$ cat config.mk
export PLATFORM = sky130hd
export DESIGN_NAME = sorted_double_ended_queue
export DESIGN_NICKNAME = d
export VERILOG_FILES = /design/src/design/sdeq_pkg.sv /design/src/design/sorted_double_ended_queue.sv /design/src/design/sdeq_cell.sv
export SDC_FILE = /design/constraint.sdc
export NUM_CORES = 2
export LEC_CHECK = 0
export BUFFER_PORTS_ARGS = -buffer_cell sky130_fd_sc_hd__buf_4
export CAP_MARGIN = 10
export CORE_UTILIZATION = 59
export DETAILED_ROUTE_END_ITERATION = 10
export MAX_ROUTING_LAYER = met4
export PLACE_DENSITY = 0.78
export SETUP_SLACK_MARGIN = 0.4
export SYNTH_ARGS = -nofsm -noshare
export SYNTH_HDL_FRONTEND = slang
export SYNTH_HIERARCHICAL = 1
export SYNTH_SLANG_ARGS = --single-unit
export TNS_END_PERCENT = 30
$ cat constraint.sdc
create_clock -name clock -period 5.7 [get_ports clock]
set_input_delay 0.285 -clock clock [delete_from_list [all_inputs] [get_ports clock]]
set_output_delay 0.285 -clock clock [all_outputs]
set_load 0.005 [all_outputs]
$ cat src/design/sdeq_pkg.sv
// Package for the sorted double-ended queue.
// Holds sizes, operation and status codes, and the cell control struct.
// No dependencies.
`timescale 1ns / 1ps

package sdeq_pkg;

   localparam int CAPACITY = 16;
   localparam int COUNT_W  = $clog2(CAPACITY + 1);
   localparam int IDX_W    = $clog2(CAPACITY);
   localparam int DATA_W   = 32;

   localparam logic [1:0] OP_INSERT     = 2'd0;
   localparam logic [1:0] OP_POP_FIRST  = 2'd1;
   localparam logic [1:0] OP_POP_LAST   = 2'd2;

   localparam logic [1:0] STATUS_OK    = 2'd0;
   localparam logic [1:0] STATUS_EMPTY = 2'd1;
   localparam logic [1:0] STATUS_FULL  = 2'd2;

   localparam logic [DATA_W-1:0] MOST_NEGATIVE = {1'b1, {(DATA_W-1){1'b0}}};

   typedef struct packed {
      logic              insert;
      logic              pop_first;
      logic [DATA_W-1:0] value;
   } ctl_type;

endpackage

$ cat src/design/sorted_double_ended_queue.sv
// Top level of the sorted double-ended queue: cell row, count and response register.
// Depends on sdeq_pkg and sdeq_cell.
// The response is registered and appears in the cycle after the request is accepted;
// the block takes one request per cycle while rsp_ready is high.
// Reset clears the entry count and the response valid; cell entries are not reset.
`timescale 1ns / 1ps

module sorted_double_ended_queue (
   input  logic                                clock,
   input  logic                                reset,
   input  logic                                req_valid,
   output logic                                req_ready,
   input  logic [1:0]                          req_operation,
   input  logic signed [sdeq_pkg::DATA_W-1:0]  req_value,
   output logic                                rsp_valid,
   input  logic                                rsp_ready,
   output logic signed [sdeq_pkg::DATA_W-1:0]  rsp_result_value,
   output logic [1:0]                          rsp_status
);

   logic [sdeq_pkg::COUNT_W-1:0]       count_ff, count_in;
   logic                               rsp_valid_ff, rsp_valid_in;
   logic signed [sdeq_pkg::DATA_W-1:0] rsp_value_ff, rsp_value_in;
   logic [1:0]                         rsp_status_ff, rsp_status_in;
   logic                               req_accept;
   logic                               is_full, is_empty;
   logic [sdeq_pkg::IDX_W-1:0]         last_idx;
   logic [sdeq_pkg::COUNT_W-1:0]       count_dec;
   sdeq_pkg::ctl_type                  ctl;

   logic signed [sdeq_pkg::DATA_W-1:0] entry [sdeq_pkg::CAPACITY];
   logic                               keep  [sdeq_pkg::CAPACITY];

   assign req_ready  = !rsp_valid_ff || rsp_ready;
   assign req_accept = req_valid && req_ready;
   assign is_full    = (count_ff == sdeq_pkg::COUNT_W'(sdeq_pkg::CAPACITY));
   assign is_empty   = (count_ff == '0);
   assign count_dec  = count_ff - sdeq_pkg::COUNT_W'(1);
   assign last_idx   = count_dec[sdeq_pkg::IDX_W-1:0];

   assign ctl.insert    = req_accept && (req_operation == sdeq_pkg::OP_INSERT) && !is_full;
   assign ctl.pop_first = req_accept && (req_operation == sdeq_pkg::OP_POP_FIRST) && !is_empty;
   assign ctl.value     = req_value;

   for (genvar i = 0; i < sdeq_pkg::CAPACITY; i++) begin : g_cell
      logic                               occ;
      logic                               lk;
      logic signed [sdeq_pkg::DATA_W-1:0] le, re;

      assign occ = (count_ff > sdeq_pkg::COUNT_W'(i));
      if (i == 0) begin : g_first
         assign lk = 1'b1;
         assign le = req_value;
      end else begin : g_mid
         assign lk = keep[i-1];
         assign le = entry[i-1];
      end
      if (i == sdeq_pkg::CAPACITY - 1) begin : g_last
         assign re = entry[i];
      end else begin : g_inner
         assign re = entry[i+1];
      end

      sdeq_cell u_cell (
         .clock       (clock),
         .ctl         (ctl),
         .occupied    (occ),
         .left_keep   (lk),
         .left_entry  (le),
         .right_entry (re),
         .entry       (entry[i]),
         .keep        (keep[i])
      );
   end

   always_comb begin
      count_in      = count_ff;
      rsp_value_in  = rsp_value_ff;
      rsp_status_in = rsp_status_ff;
      rsp_valid_in  = rsp_valid_ff && !rsp_ready;
      if (req_accept) begin
         rsp_valid_in = 1'b1;
         case (req_operation)
            sdeq_pkg::OP_INSERT: begin
               rsp_value_in = req_value;
               if (is_full) begin
                  rsp_status_in = sdeq_pkg::STATUS_FULL;
               end else begin
                  rsp_status_in = sdeq_pkg::STATUS_OK;
                  count_in      = count_ff + sdeq_pkg::COUNT_W'(1);
               end
            end
            sdeq_pkg::OP_POP_FIRST, sdeq_pkg::OP_POP_LAST: begin
               if (is_empty) begin
                  rsp_value_in  = $signed(sdeq_pkg::MOST_NEGATIVE);
                  rsp_status_in = sdeq_pkg::STATUS_EMPTY;
               end else begin
                  rsp_value_in  = (req_operation == sdeq_pkg::OP_POP_FIRST) ?
                                  entry[0] : entry[last_idx];
                  rsp_status_in = sdeq_pkg::STATUS_OK;
                  count_in      = count_dec;
               end
            end
            default: begin
               rsp_value_in  = '0;
               rsp_status_in = sdeq_pkg::STATUS_OK;
            end
         endcase
      end
   end

   always_ff @(posedge clock) begin
      if (reset) begin
         count_ff     <= '0;
         rsp_valid_ff <= 1'b0;
      end else begin
         count_ff     <= count_in;
         rsp_valid_ff <= rsp_valid_in;
      end
      rsp_value_ff  <= rsp_value_in;
      rsp_status_ff <= rsp_status_in;
   end

   assign rsp_valid        = rsp_valid_ff;
   assign rsp_result_value = rsp_value_ff;
   assign rsp_status       = rsp_status_ff;

   a_count_bound: assert property (@(posedge clock) disable iff (reset)
      count_ff <= sdeq_pkg::COUNT_W'(sdeq_pkg::CAPACITY))
      else $error("entry count above capacity");

   a_count_hold: assert property (@(posedge clock) disable iff (reset)
      !req_accept |=> $stable(count_ff))
      else $error("entry count changed without a request");

   a_full_drop: assert property (@(posedge clock) disable iff (reset)
      req_accept && req_operation == sdeq_pkg::OP_INSERT && is_full
      |=> rsp_status_ff == sdeq_pkg::STATUS_FULL && $stable(count_ff))
      else $error("insert into full store not dropped");

   a_empty_pop: assert property (@(posedge clock) disable iff (reset)
      req_accept && is_empty &&
      (req_operation == sdeq_pkg::OP_POP_FIRST || req_operation == sdeq_pkg::OP_POP_LAST)
      |=> rsp_status_ff == sdeq_pkg::STATUS_EMPTY &&
          rsp_value_ff == $signed(sdeq_pkg::MOST_NEGATIVE))
      else $error("pop from empty store returned wrong response");

endmodule

$ cat src/design/sdeq_cell.sv
// One storage cell of the sorted row; holds one entry.
// Takes the new value or left entry on insert and the right entry on pop-first.
// Depends on sdeq_pkg.
`timescale 1ns / 1ps

module sdeq_cell (
   input  logic                                clock,
   input  sdeq_pkg::ctl_type                   ctl,
   input  logic                                occupied,
   input  logic                                left_keep,
   input  logic signed [sdeq_pkg::DATA_W-1:0]  left_entry,
   input  logic signed [sdeq_pkg::DATA_W-1:0]  right_entry,
   output logic signed [sdeq_pkg::DATA_W-1:0]  entry,
   output logic                                keep
);

   logic signed [sdeq_pkg::DATA_W-1:0] entry_ff;
   logic signed [sdeq_pkg::DATA_W-1:0] entry_in;

   assign keep  = occupied && (entry_ff < $signed(ctl.value));
   assign entry = entry_ff;

   always_comb begin
      entry_in = entry_ff;
      if (ctl.insert) begin
         if (keep) begin
            entry_in = entry_ff;
         end else if (left_keep) begin
            entry_in = $signed(ctl.value);
         end else begin
            entry_in = left_entry;
         end
      end else if (ctl.pop_first) begin
         entry_in = right_entry;
      end
   end

   always_ff @(posedge clock) begin
      entry_ff <= entry_in;
   end

endmodule

# == After elaboration in Yosys (flattened, before gate mapping) ==
# Index checks and enable logic that the tools add are counted.
# classes
bitwise_logic,2
order_cmp,33
mux,73
n_reduce_logical,49
eq_ne,20
n_addsub,2
# op_table
cell,n
32-bit 2-to-1 mux,64
32-bit less-than comparator,16
32-bit binary-select mux with 4-bit select,1
32-bit case mux with 2 select lines,1
"5-bit by 4-bit greater-than comparator with 1-bit output, second input constant",8
"2-bit != test, second input constant",17
2-bit AND reduction,16
1-bit logical AND,22
"5-bit by 3-bit greater-than comparator with 1-bit output, second input constant",4
"5-bit by 1-bit greater-than comparator with 1-bit output, second input constant",2
"5-bit by 2-bit greater-than comparator with 1-bit output, second input constant",2
5-bit 2-to-1 mux,2
5-bit case mux with 2 select lines,1
"5-bit by 1-bit adder with 5-bit output, second input constant",1
"5-bit equality test, second input constant",1
"5-bit >= comparator, second input constant",1
5-bit zero test,1
4-bit inverter with 5-bit output,1
"5-bit by 1-bit subtractor with 5-bit output, second input constant",1
1-bit zero test,4
2-bit case mux with 2 select lines,1
4-bit AND reduction,1
2-bit nonzero test,2
"2-bit by 1-bit equality test with 1-bit output, second input constant",1
other kinds (7),8
# word_totals
word_cells,199
out_inout_bits,36
input_bits,38
register_bits,552

# == Logic depth before layout (Yosys ltp) ==
# depth
word_depth,8
ltp_mapped,15
mapped_depth_nobuf,10

# == By module ==
# The synthesis kept the hierarchy.
# by_module_without_submodules
mod,area_each_um2,cells_per_inst,instances
sdeq_cell,2429.8,257,16
sorted_double_ended_queue,7340.8,709,1

# == Worst setup path after synthesis ==
# OpenSTA, ideal clock, no wires.
# synth_path
path_kind,input -> register
from,input rsp_ready
to,"register g_cell[0].u_cell.entry_ff, in the netlist g_cell[0].u_cell/entry[0] (enable)"
t_arrival_ns,5.176
stages,6
path_slack_ns,0.062
n_path_buf,1
required_time_ns,5.239
cell_sequence,nand2b_1 and2_1 and3_1 clkbuf_1 nor2_1 nor3_1
# synth_rtl
element,line_no,text
start: declaration,sorted_double_ended_queue.sv:16,"input logic rsp_ready,"
end signal: assignment,sdeq_cell.sv:39,entry_ff <= entry_in;
end: declaration,sdeq_cell.sv:17,logic signed [sdeq_pkg::DATA_W-1:0] entry_ff;

==> impl_results.md <==
* Status: complete, no violations
* Die height at 282 µm
* CORE AREA at 77,500 µm²
* DRC viols at 0
* # IOs at 74
* Post-CTS Hold Fix Bufs at 2
* # setup viols final at 0
* CTS root buf: clkbuf_16
* Crit path DAT at 4.56 ns
* All-Layer GR Usage at 0.357
* Fin cells at 5,871
* Multi-input logic area at 26,900 µm²
* Syn Nets at 5,360
* Lkg Pwr at 19.9 nW
* Via count at 38,500
* Register area at 16,500 µm²
* Clock Sinks at 552
* Critical Path Source Type: register
* Fin. Hold Viols at 0
* Hold WC Path Type: primary input to register
* Max VDD drop at 0.190 mV
* Wirelength per Cell at 23.5 µm
* Fin Setup TNS at 0 ns
* Slew HR at 0.170
* YS warnings at 6
* Measured slew at the worst slew-check pin at 1.24 ns
* Critical path endpoint category: register
* Mapped cell area at 46,200 µm²
* Starting Density at 0.596
* Port bufs at 73
* H-tree depth at 3
* Drt first-iter violations at 4,899
* Placed insts at 5,739
* Filler cells at 6,062
* Most common cell after layout, fill and taps aside: a21oi_1
* Worst Skew at 0.0318 ns
* Num CTS Buffers at 68
* Global route overflow at 0
* Power, Total at 13.6 mW
* # rows at 102
* Skew-Pair Late Insertion Delay at 0.64 ns
* Routed WL at 138,000 µm
* Cts repair resizes at 0
* Global-route wire length before repair at 212,000 µm
* Period utilisation layout at 0.750
* Final ANT Viol Nets at 0
* Highest-count cells in the layout ignoring fill and taps: a21oi_1 (757), nor2_1 (665), edfxtp_1 (546)
* Final HPWL DP at 98,400 µm
* Largest net degree at the start of global routing at 271
* Synthesized area per cell at 9.59 µm²
* Worst hold margin at 0.193 ns
* CTS tree: built
* R2R setup slack at 1.43 ns
* Max Slew Vio Count at 0
* CTS clock-pin slew for the worst setup and hold paths at 0.06 ns
* Fmax achieved at 234 MHz
* Vias per inst at 6.56
* PwrDens at 271 nW/µm²
* Initial antenna violation count at 10
* Die area at 79,400 µm²
* Cell count after synthesis at 4,817
* First-pass DRT Iterations at 6
* RSZ-0062 raised after global routing: no
* Postcts setup bufs at 0
* Vias in the first global route at 36,300
* Setup Crit Path Kind: register to register
* Worst EP required at 5.99 ns
* Clock tree buffer depth at 3
* Layout cells sized above 1 at 0.0942
* Layout Nets at 5,314
* Syn-to-layout area delta at 8.32%
* Minimum clock period after layout at 4.27 ns
* Max-cap viol count at 0
* Crit-path max FO at 20
* Die extent in x at 282 µm
* Routability Congestion at 0.967
-- layer usage --
layer | routed length (µm) | share of wire | global-route usage | vias up
li1 | - | - | - | 17700
met1 | 54700 | 0.40 | 0.470 | 18300
met2 | 62600 | 0.45 | 0.532 | 2197
met3 | 15100 | 0.11 | 0.0705 | 293
met4 | 5580 | 0.040 | 0.160 | 0
met5 | 0 | 0 | - | -
-- registers in the layout, indices dropped and copies added, names as in the netlist --
signal	flops
rsp_status	2
g_cell.u_cell/entry	512
rsp_valid	1
count_ff	5
rsp_result_value	32
-- stage by stage --
stage / area (µm²) / setup WS (ns) / util
2_1_floorplan: 46200 / 0.0624 / -
6_report: 50000 / 1.43 / 0.646
3_5_place_dp: 47900 / 1.56 / 0.618
4_1_cts: 50000 / 1.56 / 0.646
3_3_place_gp: 47900 / 1.63 / 0.618
5_1_grt: 50000 / 1.33 / 0.646
-- power breakdown --
group / leakage [nW] / internal, mW / switching [mW]
Combinational: 13.8 / 1.57 / 2.47
Sequential: 5.09 / 4.89 / 0.364
Clock: 1.04 / 2.47 / 1.83
Total: 19.9 / 8.92 / 4.66
-- worst paths after layout --
path,startpoint,end,cells past startpoint
worst max register to register,count_ff[1]$_SDFFE_PP0P_,g_cell[5].u_cell/entry[5]$_DFFE_PP_,8
worst min-delay path,rsp_ready,rsp_valid$_SDFF_PP0_,3
worst max-delay path,count_ff[1]$_SDFFE_PP0P_,g_cell[5].u_cell/entry[5]$_DFFE_PP_,8
worst min register to register,count_ff[4]$_SDFFE_PP0P_,count_ff[4]$_SDFFE_PP0P_,2
-- critical path: stages, from the launching register on --
cell and delay, ns:
dfxtp_1 0.70, inv_1 0.23, ha_4 0.22, nor4b_2 0.16, nor2_1 0.37, and2_1 0.65, nor2_1 0.12, nor3_2 0.96
buf_4 0.49
-- area by class of cell --
class,instances,share of cell area
Sequential cell,552,0.330
Inverter,507,0.0380
Clock buffer,85,0.0368
Multi-Input combinational cell,3492,0.539
Clock inverter,35,0.00585
Timing Repair Buffer,150,0.0241
Tap cell,1040,0.0260
Antenna cell,10,0.000500
Note: power is estimated with default switching activity, not from simulation.
